[config.mk]
export PLATFORM = sky130hd
export DESIGN_NAME = iir_bessel_filter_order4
export DESIGN_NICKNAME = d
export VERILOG_FILES = /design/src/design/ibf_pkg.sv /design/src/design/iir_bessel_filter_order4.sv /design/src/design/ibf_ctrl.sv /design/src/design/ibf_dpath.sv
export SDC_FILE = /design/constraint.sdc
export NUM_CORES = 2
export LEC_CHECK = 0
export BUFFER_PORTS_ARGS = -buffer_cell sky130_fd_sc_hd__clkbuf_2
export CAP_MARGIN = 20
export CORE_MARGIN = 3
export CORE_UTILIZATION = 59
export DETAILED_ROUTE_END_ITERATION = 8
export PLACE_DENSITY = 0.79
export REMOVE_ABC_BUFFERS = 1
export SYNTH_ARGS = -nofsm -noshare
export SYNTH_HDL_FRONTEND = slang
export SYNTH_SLANG_ARGS = --single-unit
[constraint.sdc]
create_clock -name i_clk -period 14.6 [get_ports i_clk]
set_input_delay 1.46 -clock i_clk [delete_from_list [all_inputs] [get_ports i_clk]]
set_output_delay 1.46 -clock i_clk [all_outputs]
set_load 0.01 [all_outputs]
[src/design/ibf_pkg.sv]
// Shared types, codes and helpers for the fourth-order recursive filter.
package ibf_pkg;

    localparam int SAMPLE_W = 32;
    localparam int COEF_W   = 32;
    localparam int PAIR_W   = 64;
    localparam int CFG_IDX_W = 3;
    localparam int PROD_W   = 66;
    localparam int ACC_W    = 68;
    localparam int FRAC_SHIFT = 28;
    localparam int TAP_W    = 4;

    // configuration register indexes
    localparam logic [CFG_IDX_W-1:0] REG_MODE   = 3'd0;
    localparam logic [CFG_IDX_W-1:0] REG_SCALE  = 3'd1;
    localparam logic [CFG_IDX_W-1:0] REG_FF01   = 3'd2;
    localparam logic [CFG_IDX_W-1:0] REG_FF23   = 3'd3;
    localparam logic [CFG_IDX_W-1:0] REG_FF4    = 3'd4;
    localparam logic [CFG_IDX_W-1:0] REG_FB01   = 3'd5;
    localparam logic [CFG_IDX_W-1:0] REG_FB23   = 3'd6;

    localparam logic [31:0] SCALE_RESET = 32'h8000_0000;

    // filter modes
    localparam logic MODE_BILINEAR = 1'b0;
    localparam logic MODE_MATCHED  = 1'b1;

    typedef logic [TAP_W-1:0] t_tap;

    // tap codes: 0..3 older inputs, 4 newest input, 5..8 previous outputs
    localparam t_tap TAP_FF0  = 4'd0;
    localparam t_tap TAP_FF1  = 4'd1;
    localparam t_tap TAP_FF2  = 4'd2;
    localparam t_tap TAP_FF3  = 4'd3;
    localparam t_tap TAP_FF4  = 4'd4;
    localparam t_tap TAP_FB0  = 4'd5;
    localparam t_tap TAP_FB1  = 4'd6;
    localparam t_tap TAP_FB2  = 4'd7;
    localparam t_tap TAP_FB3  = 4'd8;
    localparam t_tap TAP_LAST = TAP_FB3;

    typedef struct packed {
        logic load_x;       // latch the incoming sample
        logic mul_scale;    // multiply sample by input scale
        logic load_scaled;  // round scaled sample, shift input history (bilinear), seed accumulator
        logic mul_tap;      // multiply data and coefficient of the selected tap
        logic acc_add;      // add the registered product to the accumulator
        logic write_out;    // round, saturate, store output and shift output history
        t_tap tap;
    } t_dp_cmd;

    typedef struct packed {
        logic mode;
    } t_dp_sts;

    function automatic logic signed [SAMPLE_W-1:0] sat32(input logic signed [39:0] v);
        logic signed [39:0] hi;
        logic signed [39:0] lo;
        hi = 40'sd2147483647;
        lo = -40'sd2147483648;
        if (v > hi) begin
            sat32 = 32'sh7fff_ffff;
        end else if (v < lo) begin
            sat32 = 32'sh8000_0000;
        end else begin
            sat32 = v[SAMPLE_W-1:0];
        end
    endfunction

endpackage

[src/design/iir_bessel_filter_order4.sv]
// Top level of the fourth-order recursive filter: controller plus datapath.
//
//  channel  | handshake                 | payload
//  ---------+---------------------------+------------------------------
//  in       | i_in_valid / o_in_ready   | i_sample_in (Q16.16, signed)
//  out      | o_out_valid / i_out_ready | o_sample_out (Q16.16, signed)
//  cfg      | i_cfg_wr_en               | i_cfg_addr, i_cfg_wr_data
//
// A sample passes the scale, load, tap multiply-accumulate, drain and handoff steps; the
// number of taps is 2*ORDER+1 in bilinear mode and ORDER in matched-z mode (9 and 4
// at ORDER 4); the next sample is taken only after the handoff, back in idle.
// All products go through one shared 33x33 multiplier, one a cycle.
// Reset is synchronous, active low; histories clear to zero, scale to 1.0.
// A new sample is taken while the previous result waits in the output
// register; the sequencer stalls only when the next result is done and that
// register is still full.
module iir_bessel_filter_order4 #(
    parameter int ORDER = 4
) (
    input  logic                                i_clk,
    input  logic                                i_rst_n,
    input  logic                                i_cfg_wr_en,
    input  logic [ibf_pkg::CFG_IDX_W-1:0]       i_cfg_addr,
    input  logic [ibf_pkg::PAIR_W-1:0]          i_cfg_wr_data,
    input  logic                                i_in_valid,
    output logic                                o_in_ready,
    input  logic signed [ibf_pkg::SAMPLE_W-1:0] i_sample_in,
    output logic                                o_out_valid,
    input  logic                                i_out_ready,
    output logic signed [ibf_pkg::SAMPLE_W-1:0] o_sample_out
);

    ibf_pkg::t_dp_cmd w_cmd;
    ibf_pkg::t_dp_sts w_sts;

    ibf_ctrl #(
        .ORDER (ORDER)
    ) u_ctrl (
        .i_clk       (i_clk),
        .i_rst_n     (i_rst_n),
        .i_in_valid  (i_in_valid),
        .o_in_ready  (o_in_ready),
        .o_out_valid (o_out_valid),
        .i_out_ready (i_out_ready),
        .i_sts       (w_sts),
        .o_cmd       (w_cmd)
    );

    ibf_dpath u_dpath (
        .i_clk         (i_clk),
        .i_rst_n       (i_rst_n),
        .i_cfg_wr_en   (i_cfg_wr_en),
        .i_cfg_addr    (i_cfg_addr),
        .i_cfg_wr_data (i_cfg_wr_data),
        .i_sample_in   (i_sample_in),
        .i_cmd         (w_cmd),
        .o_sts         (w_sts),
        .o_sample_out  (o_sample_out)
    );

endmodule

[src/design/ibf_ctrl.sv]
// Sequencer for the filter: scale, tap multiply-accumulate sequence and output handoff.
module ibf_ctrl #(
    parameter int ORDER = 4
) (
    input  logic             i_clk,
    input  logic             i_rst_n,
    input  logic             i_in_valid,
    output logic             o_in_ready,
    output logic             o_out_valid,
    input  logic             i_out_ready,
    input  ibf_pkg::t_dp_sts i_sts,
    output ibf_pkg::t_dp_cmd o_cmd
);

    typedef enum logic [5:0] {
        S_IDLE  = 6'b000001,
        S_SCALE = 6'b000010,
        S_LOAD  = 6'b000100,
        S_MAC   = 6'b001000,
        S_DRAIN = 6'b010000,
        S_DONE  = 6'b100000
    } t_state;

    localparam ibf_pkg::t_tap FIRST_BIL = ibf_pkg::TAP_FF4 - ibf_pkg::TAP_W'(ORDER);
    localparam ibf_pkg::t_tap FIRST_MZ  = ibf_pkg::TAP_LAST + 4'd1 - ibf_pkg::TAP_W'(ORDER);

    t_state        r_state, n_state;
    ibf_pkg::t_tap r_tap, n_tap;
    logic          r_acc_pend;
    logic          r_out_vld, n_out_vld;
    ibf_pkg::t_tap w_first;

    assign w_first = (i_sts.mode == ibf_pkg::MODE_MATCHED) ? FIRST_MZ : FIRST_BIL;

    always_comb begin
        n_state   = r_state;
        n_tap     = r_tap;
        o_cmd     = '0;
        o_cmd.tap = r_tap;
        o_in_ready = 1'b0;
        unique case (r_state)
            S_IDLE: begin
                o_in_ready = 1'b1;
                if (i_in_valid) begin
                    o_cmd.load_x = 1'b1;
                    n_state      = S_SCALE;
                end
            end
            S_SCALE: begin
                o_cmd.mul_scale = 1'b1;
                n_state         = S_LOAD;
            end
            S_LOAD: begin
                o_cmd.load_scaled = 1'b1;
                n_tap             = w_first;
                n_state           = S_MAC;
            end
            S_MAC: begin
                o_cmd.mul_tap = 1'b1;
                o_cmd.acc_add = r_acc_pend;
                // skip the older feedback taps that ORDER leaves out
                n_tap         = (r_tap == ibf_pkg::TAP_FF4) ? FIRST_MZ : r_tap + 4'd1;
                if (r_tap == ibf_pkg::TAP_LAST) begin
                    n_state = S_DRAIN;
                end
            end
            S_DRAIN: begin
                o_cmd.acc_add = r_acc_pend;
                n_state       = S_DONE;
            end
            S_DONE: begin
                // hold the finished sum until the output register is free
                if (!r_out_vld || i_out_ready) begin
                    o_cmd.write_out = 1'b1;
                    n_state         = S_IDLE;
                end
            end
            default: begin
                n_state = S_IDLE;
            end
        endcase
    end

    always_comb begin
        n_out_vld = r_out_vld;
        if (o_cmd.write_out) begin
            n_out_vld = 1'b1;
        end else if (i_out_ready) begin
            n_out_vld = 1'b0;
        end
    end

    always_ff @(posedge i_clk) begin
        if (!i_rst_n) begin
            r_state    <= S_IDLE;
            r_tap      <= ibf_pkg::TAP_FF0;
            r_acc_pend <= 1'b0;
            r_out_vld  <= 1'b0;
        end else begin
            r_state    <= n_state;
            r_tap      <= n_tap;
            r_acc_pend <= o_cmd.mul_tap;
            r_out_vld  <= n_out_vld;
        end
    end

    assign o_out_valid = r_out_vld;

`ifndef ASSERT_OFF
    a_no_overwrite: assert property (@(posedge i_clk) disable iff (!i_rst_n)
        o_cmd.write_out |-> (!r_out_vld || i_out_ready))
        else $error("output register overwritten while still pending");

    a_accept_starts: assert property (@(posedge i_clk) disable iff (!i_rst_n)
        (i_in_valid && o_in_ready) |=> (r_state == S_SCALE))
        else $error("accepted sample did not start the scale step");

    a_tap_range: assert property (@(posedge i_clk) disable iff (!i_rst_n)
        (r_state == S_MAC) |-> (r_tap >= w_first && r_tap <= ibf_pkg::TAP_LAST))
        else $error("tap index out of range");

    a_out_from_done: assert property (@(posedge i_clk) disable iff (!i_rst_n)
        $rose(o_out_valid) |-> $past(r_state == S_DONE))
        else $error("output became valid outside the handoff step");
`endif

endmodule

[src/design/ibf_dpath.sv]
// Datapath: configuration registers, histories, shared multiplier and accumulator.
module ibf_dpath (
    input  logic                                i_clk,
    input  logic                                i_rst_n,
    input  logic                                i_cfg_wr_en,
    input  logic [ibf_pkg::CFG_IDX_W-1:0]       i_cfg_addr,
    input  logic [ibf_pkg::PAIR_W-1:0]          i_cfg_wr_data,
    input  logic signed [ibf_pkg::SAMPLE_W-1:0] i_sample_in,
    input  ibf_pkg::t_dp_cmd                    i_cmd,
    output ibf_pkg::t_dp_sts                    o_sts,
    output logic signed [ibf_pkg::SAMPLE_W-1:0] o_sample_out
);

    logic                              r_mode;
    logic [31:0]                       r_scale;
    logic [ibf_pkg::PAIR_W-1:0]        r_ff01, r_ff23, r_fb01, r_fb23;
    logic [ibf_pkg::COEF_W-1:0]        r_ff4;

    logic signed [ibf_pkg::SAMPLE_W-1:0] r_in_hist  [5];
    logic signed [ibf_pkg::SAMPLE_W-1:0] r_out_hist [4];
    logic signed [ibf_pkg::SAMPLE_W-1:0] r_x;
    logic signed [ibf_pkg::PROD_W-1:0]   r_prod;
    logic signed [ibf_pkg::ACC_W-1:0]    r_acc;
    logic signed [ibf_pkg::SAMPLE_W-1:0] r_y;

    logic signed [ibf_pkg::SAMPLE_W-1:0] w_data;
    logic signed [ibf_pkg::COEF_W-1:0]   w_coef;
    logic signed [32:0]                  w_op_a, w_op_b;
    logic signed [ibf_pkg::PROD_W-1:0]   w_prod;
    logic signed [ibf_pkg::PROD_W-1:0]   w_sc_sum;
    logic signed [ibf_pkg::SAMPLE_W-1:0] w_scaled;
    logic signed [ibf_pkg::ACC_W-1:0]    w_rnd;
    logic signed [ibf_pkg::SAMPLE_W-1:0] w_y;

    // configuration writes; unknown indexes are dropped
    always_ff @(posedge i_clk) begin
        if (!i_rst_n) begin
            r_mode  <= ibf_pkg::MODE_BILINEAR;
            r_scale <= ibf_pkg::SCALE_RESET;
            r_ff01  <= '0;
            r_ff23  <= '0;
            r_ff4   <= '0;
            r_fb01  <= '0;
            r_fb23  <= '0;
        end else if (i_cfg_wr_en) begin
            unique case (i_cfg_addr)
                ibf_pkg::REG_MODE:  r_mode  <= i_cfg_wr_data[0];
                ibf_pkg::REG_SCALE: r_scale <= i_cfg_wr_data[31:0];
                ibf_pkg::REG_FF01:  r_ff01  <= i_cfg_wr_data;
                ibf_pkg::REG_FF23:  r_ff23  <= i_cfg_wr_data;
                ibf_pkg::REG_FF4:   r_ff4   <= i_cfg_wr_data[31:0];
                ibf_pkg::REG_FB01:  r_fb01  <= i_cfg_wr_data;
                ibf_pkg::REG_FB23:  r_fb23  <= i_cfg_wr_data;
                default: ;
            endcase
        end
    end

    assign o_sts.mode = r_mode;

    // tap operand selection
    always_comb begin
        w_data = '0;
        w_coef = '0;
        unique case (i_cmd.tap)
            ibf_pkg::TAP_FF0: begin w_data = r_in_hist[0];  w_coef = r_ff01[31:0];  end
            ibf_pkg::TAP_FF1: begin w_data = r_in_hist[1];  w_coef = r_ff01[63:32]; end
            ibf_pkg::TAP_FF2: begin w_data = r_in_hist[2];  w_coef = r_ff23[31:0];  end
            ibf_pkg::TAP_FF3: begin w_data = r_in_hist[3];  w_coef = r_ff23[63:32]; end
            ibf_pkg::TAP_FF4: begin w_data = r_in_hist[4];  w_coef = r_ff4;         end
            ibf_pkg::TAP_FB0: begin w_data = r_out_hist[0]; w_coef = r_fb01[31:0];  end
            ibf_pkg::TAP_FB1: begin w_data = r_out_hist[1]; w_coef = r_fb01[63:32]; end
            ibf_pkg::TAP_FB2: begin w_data = r_out_hist[2]; w_coef = r_fb23[31:0];  end
            ibf_pkg::TAP_FB3: begin w_data = r_out_hist[3]; w_coef = r_fb23[63:32]; end
            default: ;
        endcase
    end

    // one shared 33x33 signed multiplier; scale is unsigned so it gets a zero top bit
    assign w_op_a = i_cmd.mul_scale ? {r_x[31], r_x} : {w_data[31], w_data};
    assign w_op_b = i_cmd.mul_scale ? $signed({1'b0, r_scale}) : {w_coef[31], w_coef};
    assign w_prod = w_op_a * w_op_b;

    // round half up at bit 31, then saturate
    assign w_sc_sum = r_prod + (66'sd1 <<< 30);
    assign w_scaled = ibf_pkg::sat32({{5{w_sc_sum[65]}}, w_sc_sum[65:31]});

    // round half up to Q16.16, then saturate
    assign w_rnd = r_acc + (68'sd1 <<< (ibf_pkg::FRAC_SHIFT - 1));
    assign w_y   = ibf_pkg::sat32(w_rnd[ibf_pkg::ACC_W-1:ibf_pkg::FRAC_SHIFT]);

    always_ff @(posedge i_clk) begin
        if (i_cmd.load_x) begin
            r_x <= i_sample_in;
        end
        if (i_cmd.mul_scale || i_cmd.mul_tap) begin
            r_prod <= w_prod;
        end
        if (i_cmd.load_scaled) begin
            if (r_mode == ibf_pkg::MODE_MATCHED) begin
                r_acc <= {{8{w_scaled[31]}}, w_scaled, {ibf_pkg::FRAC_SHIFT{1'b0}}};
            end else begin
                r_acc <= '0;
            end
        end else if (i_cmd.acc_add) begin
            r_acc <= r_acc + {{2{r_prod[65]}}, r_prod};
        end
        if (i_cmd.write_out) begin
            r_y <= w_y;
        end
    end

    // histories: plain shift lines
    always_ff @(posedge i_clk) begin
        if (!i_rst_n) begin
            for (int i = 0; i < 5; i++) r_in_hist[i] <= '0;
            for (int i = 0; i < 4; i++) r_out_hist[i] <= '0;
        end else begin
            if (i_cmd.load_scaled && r_mode == ibf_pkg::MODE_BILINEAR) begin
                for (int i = 0; i < 4; i++) r_in_hist[i] <= r_in_hist[i+1];
                r_in_hist[4] <= w_scaled;
            end
            if (i_cmd.write_out) begin
                for (int i = 0; i < 3; i++) r_out_hist[i] <= r_out_hist[i+1];
                r_out_hist[3] <= w_y;
            end
        end
    end

    assign o_sample_out = r_y;

`ifndef ASSERT_OFF
    a_one_mul_cmd: assert property (@(posedge i_clk) disable iff (!i_rst_n)
        !(i_cmd.mul_scale && i_cmd.mul_tap))
        else $error("multiplier claimed by two steps at once");

    a_out_hist_tracks: assert property (@(posedge i_clk) disable iff (!i_rst_n)
        i_cmd.write_out |=> (r_out_hist[3] == r_y))
        else $error("output history and output register disagree");
`endif

endmodule

Yosys cells after proc, flatten, opt, wreduce, memory -nomap -nowiden
Memory sizes are Yosys's and may differ from the RTL's.
Index checks and enable logic that the tools add are counted.
- input port bits: 104
- bits in latches: 0
- memory bits (writable): 288
- register bits: 531
- logic and storage cells: 122
- ROM bits: 0
- output and inout port bits: 34
- memories: 2
- bitwise operators: 10
- shift operators: 0
- muxes and demuxes: 45
- eq/ne operators: 23
- order comparisons: 4
- divide/modulo/power cells: 0
- multipliers: 1
- $add $sub $neg: 4
- reduce and logical (&&, ||, !) cells: 18
- memories (name ; depth ; width ; rd ports ; clocked after memory_dff ; write ports ; RTL line ; text):
    u_dpath.r_in_hist ; 5 ; 32 ; 5 ; 0 ; 5 ; ibf_dpath.sv:19 ; logic signed [ibf_pkg::SAMPLE_W-1:0] r_in_hist [5];
    u_dpath.r_out_hist ; 4 ; 32 ; 4 ; 0 ; 4 ; ibf_dpath.sv:20 ; logic signed [ibf_pkg::SAMPLE_W-1:0] r_out_hist [4];
- operators by type and width (operator ; count):
    $pmux 32 s9 ; 2
    $mux 32 ; 13
    $mux 68 ; 3
    $add 68x29->68 const B ; 1
    $add 68x68->68 ; 1
    $add 66x32->66 const B ; 1
    $mul 33x33->66 ; 1
    $mux 33 ; 2
    $gt 40x32->1 const B ; 1
    $lt 40x32->1 const B ; 1
    $pmux 6 s6 ; 1
    $gt 35x32->1 const B ; 1
    $lt 35x32->1 const B ; 1
    $mux 1 ; 18
    $mux 6 ; 3
    $eq 4x3->1 const B ; 4
    $reduce_and 2->1 ; 7
    $eq 3x3->1 const B ; 3
    $or 1x1->1 ; 9
    $eq 4x2->1 const B ; 2
    $pmux 4 s2 ; 1
    $eq 3x2->1 const B ; 2
    $eq 6x1->1 const B ; 1
    $eq 6x2->1 const B ; 1
    21 further kinds ; 25

Depth between registers and ports, before layout
- word-level depth: 8
- mapped depth: 42
- mapped depth without buffers: 38

Modules after synthesis
From an unflattened synthesis, not the netlist that was laid out.
- cell total of the unflattened synthesis: 8101
- area total of the unflattened synthesis: 76509.6 um2
- by module, submodules not included (module ; cells an instance ; area an instance (um2) ; times used ; sequential area each (um2)):
    ibf_dpath ; 8003 ; 75741.4 ; 1 ; 21020.2
    ibf_ctrl ; 98 ; 768.2 ; 1 ; 240.2

Worst setup path after synthesis
Ideal clock, no wire load.
- kind: register to register
- start point: register u_ctrl.r_state[0]
- end point: memory u_dpath.r_in_hist[0][0] in the netlist's numbering (enable)
- arrival: 12.170 ns
- setup time: 0.901 ns
- cell stages (with the launch flop): 5
- period minus slack after synthesis: 13.071 ns
- path slack: 1.529 ns
- buffers on the path: 1
- data required time: 13.699 ns
- cell sequence: dfxtp_1 > nor4_1 > nand3b_1 > clkbuf_1 > o21ai_0
- RTL lines (what ; RTL line ; text):
    start: declaration ; ibf_ctrl.sv:27 ; t_state r_state, n_state;
    start signal: assignment ; ibf_ctrl.sv:100 ; r_state <= n_state;
    end: declaration ; ibf_dpath.sv:19 ;

Worst setup path after layout
- start point: register u_ctrl.r_tap[0]
- end point: register u_dpath.r_prod[64] in the netlist's numbering (data pin)
- longest elaborated chain between the ends: 4
- elaborated cells on any way between the ends: 14
- classes of those cells: 1 x mul; 8 x eq/ne; 4 x mux; 1 x reduce/logical
- RTL lines (what ; RTL line ; text):
    start: declaration ; ibf_ctrl.sv:28 ; ibf_pkg::t_tap r_tap, n_tap;
    start signal: assignment ; ibf_ctrl.sv:96 ; r_tap <= ibf_pkg::TAP_FF0;
    start signal: assignment ; ibf_ctrl.sv:101 ; r_tap <= n_tap;
    $eq 4x4->1 (tied with other cells) ; ibf_dpath.sv:65 ; unique case (i_cmd.tap)
    $pmux 32 s9 ; ibf_dpath.sv:65 ;
    $mux 33, on equally long branches ; ibf_dpath.sv:80, ibf_dpath.sv:81 ;
    $mul 33x33->66 * ; ibf_dpath.sv:82 ; assign w_prod = w_op_a * w_op_b;
    named net u_dpath.w_prod (one bit) ; ibf_dpath.sv:29 ; logic signed [ibf_pkg::PROD_W-1:0] w_prod;
    end signal: assignment ; ibf_dpath.sv:97 ; r_prod <= w_prod;
    end: declaration ; ibf_dpath.sv:22 ; logic signed [ibf_pkg::PROD_W-1:0] r_prod;
The timed path passes the listed nets; every way through them passes the cells marked *.
A chain may end at the register's enable or synchronous reset.

==> results by group <==
Clock tree
  – CTS tree: yes
  – Clk sinks: 819
  – CTS clk-pin slew, worst paths: 60 ps
  – Bufs on Longest Clock Path: 3
  – Post-CTS Setup Bufs: 0
  – Cts repair resizes: 0
  – Root Driver: clkbuf_16
  – H-tree depth: 3
  – Hold buffers post-CTS: 0
  – Clk_lat worst skew: 700 ps
  – Num CTS Buffers: 83

Hold path
  – HP Class: reg -> reg

Logic synthesis
  – Mapped Cells: 7,975
  – Share of flip-flops with an asynchronous set or reset: 0%
  – Synth area leaders: fa_1, edfxtp_1, dfxtp_1
  – Post-Syn Area: 74,700 um2
  – Post-synth top area share: 30.1%
  – Sequential area share after synthesis: 28.4%
  – Netlist cell types: 70
  – EDFF count, synth: 486
  – Yosys top cell by area: fa_1
  – Synth Area per Inst: 9.37 um2
  – YS warnings: 0
  – Top cells by count, synth: nand2_1, inv_1, fa_1
  – Dominant synthesized flop cell: edfxtp_1
  – FF+latch count, synth: 819
  – Count leader, synth: nand2_1

STA
  – Tcrit/Tclk final: 88.4%
  – RSZ-0062 raised after global routing: no
  – Worst Skew: 56.5 ps
  – Final hold violation count: 0
  – Final worst slack: 1700 ps
  – Sum Neg Setup Slack: 0 ps
  – Highest clock rate: 0.0775 GHz
  – Finish-stage setup viols: 0
  – Slew @ Worst Pin: 1180 ps
  – Relative slew slack: 20.4%
  – Final Critical Period: 12,900 ps
  – Max Slew Vio Count: 0

Finish
  – Layout cells sized above 1: 6.36%
  – Filler Cell Count: 9,835
  – Layout overhead on the synthesized area: 7.09%
  – Final nets: 9,414

Drt
  – Pre-Repair DR Iteration Count: 7
  – Final ANT Viol Nets: 0
  – Iter 0 DRT Violations: 8,207
  – Detailed Route WL: 233 mm
  – Total vias in the final route: 60,100
  – DRC errors left: 0
  – WL/cell: 24.3 um
  – Drt via density: 6.25

Floorplan
  – Die ar.: 131,000 um2
  – Initial Utilization: 59.9%
  – I/O pin total: 138
  – Placement row count: 129
  – Core ar.: 125,000 um2
  – Chip height: 362 um
  – Die Width: 362 um

Place
  – Detailed Place HPWL: 166 mm
  – Dpl ws: 1890 ps
  – GP Congestion: 0.979
  – Buffers on Ports: 137

Critical path
  – Critical path type: reg -> reg
  – Crit-path max FO: 41
  – Slowest CP cell: fa_1
  – CP Capture Type: flip-flop
  – Crit-path most repeated cell: fa_1
  – Startpoint types: flip-flop
  – CP peak stage delay: 990 ps
  – Worst Path Required: 15,020 ps
  – CP Data Arrival Time: 13,330 ps

Run status
  – Status: finished, final reports clean

GRT
  – Largest net degree at the start of global routing: 142
  – Vias in the first global route: 61,600
  – First-pass GRT wire length: 359 mm
  – GRT Total Usage: 35.8%
  – Remaining Overflow, GRT: 0
  – Initial antenna violation count: 11

Job
  – Number of max-cap violations: 0

Power and ir drop
  – Final Power: 16.2 mW
  – Power per standard cell area: 202 nW/um2
  – VDD IR max: 0.277 mV
  – P_leak: 35.5 nW
sequential cells by signal, indices dropped and copies added (netlist names):
signal	count
u_dpath.r_in_hist	160
u_dpath.r_out_hist	128
u_dpath.r_acc	68
u_dpath.r_prod	66
u_dpath.r_fb01	64
u_dpath.r_fb23	64
u_dpath.r_ff01	64
u_dpath.r_ff23	64
u_dpath.o_sample_out	32
u_dpath.r_ff4	32
u_dpath.r_scale	32
u_dpath.r_x	32
u_ctrl.r_state	6
u_ctrl.r_tap	4
u_ctrl.o_out_valid	1
u_ctrl.r_acc_pend	1
u_dpath.o_sts	1
layout make-up:
class                      count  area, um2  area share, %
multi-input combinational   5535      47700           59.6
sequential                   819      21300           26.6
inverter                    1165       4380           5.47
clock buffer                 115       2280           2.85
tap                         1637       2050           2.56
timing repair buffer         293       1900           2.37
clock inverter                41        468          0.585
antenna                        7       17.5         0.0219
path summary, 6_finish.rpt:
check                startpoint                 end  slack, ps  cells after the start
max             u_ctrl.r_tap[0]  u_dpath.r_prod[64]       1700                     36
min          u_dpath.r_ff01[22]  u_dpath.r_ff01[22]        450                      2
max reg2reg     u_ctrl.r_tap[0]  u_dpath.r_prod[64]       1700                     36
min reg2reg  u_dpath.r_ff01[22]  u_dpath.r_ff01[22]        450                      2
where the power goes:
group	switching, mW	internal (mW)
Combinational	6.95	3.93
Clock	0.984	1.18
Sequential	0.147	2.96
Total	8.09	8.07
cells by family after synthesis:
family	after synthesis	share of synthesized area (%)
xor+xnor	197	2.31
fa+ha+maj	1413	34.9
simple gates	2631	15.2
mux	25	0.335
compound gates	1269	10.6
flops	819	28.4
buf+inv	1621	8.16
placed cells by master, fill, tap and decap left out, types with 27 or more instances in the layout:
| master | count |
|---|---|
| nand2_1 | 1390 |
| inv_1 | 1162 |
| fa_1 | 1124 |
| nor2_1 | 608 |
| edfxtp_1 | 486 |
| a21oi_1 | 428 |
| dfxtp_1 | 332 |
| ha_1 | 289 |
| o21ai_0 | 197 |
| a22oi_1 | 175 |
| and2_1 | 171 |
| buf_4 | 153 |
| and3_1 | 146 |
| clkbuf_2 | 136 |
| xnor2_1 | 106 |
| nand3_1 | 97 |
| xor2_1 | 91 |
| clkbuf_16 | 83 |
| a21o_1 | 75 |
| o21a_1 | 58 |
| a21boi_0 | 52 |
| nand4_1 | 45 |
| nand2b_1 | 41 |
| a222oi_1 | 40 |
| o21ai_1 | 39 |
| nor2b_1 | 27 |
per-layer routing:
metal / wire length [um] / track usage [%]
met3: 32600 / 10.2
met4: 16700 / 21.1
met1: 82200 / 46.3
met5: 0 / 0
met2: 102000 / 53.9
worst max-delay path: cells and delay by family (launching register included):
family / cells / cell delay (ps)
buffers and inverters: 8 / 2270
AND/OR/NAND/NOR: 10 / 1640
AO/OA/AOI/OAI: 7 / 2430
flip-flops: 1 / 350
XOR/XNOR: 1 / 150
adder cells (fa/ha/maj): 10 / 5720
per-stage QoR:
stage / instances / area, um2 / hold WS, ps / util [%]
finish: 9612 / 80000 / 454 / 64.1
global placement: 9446 / 77200 / 441 / 61.9
CTS: 9603 / 80000 / 454 / 64.1
global route: 9606 / 80000 / 468 / 64.1
detailed placement: 9447 / 77200 / 446 / 61.9
floorplan: 7519 / 73000 / 433 / -
(Power assumes the default switching activity.)
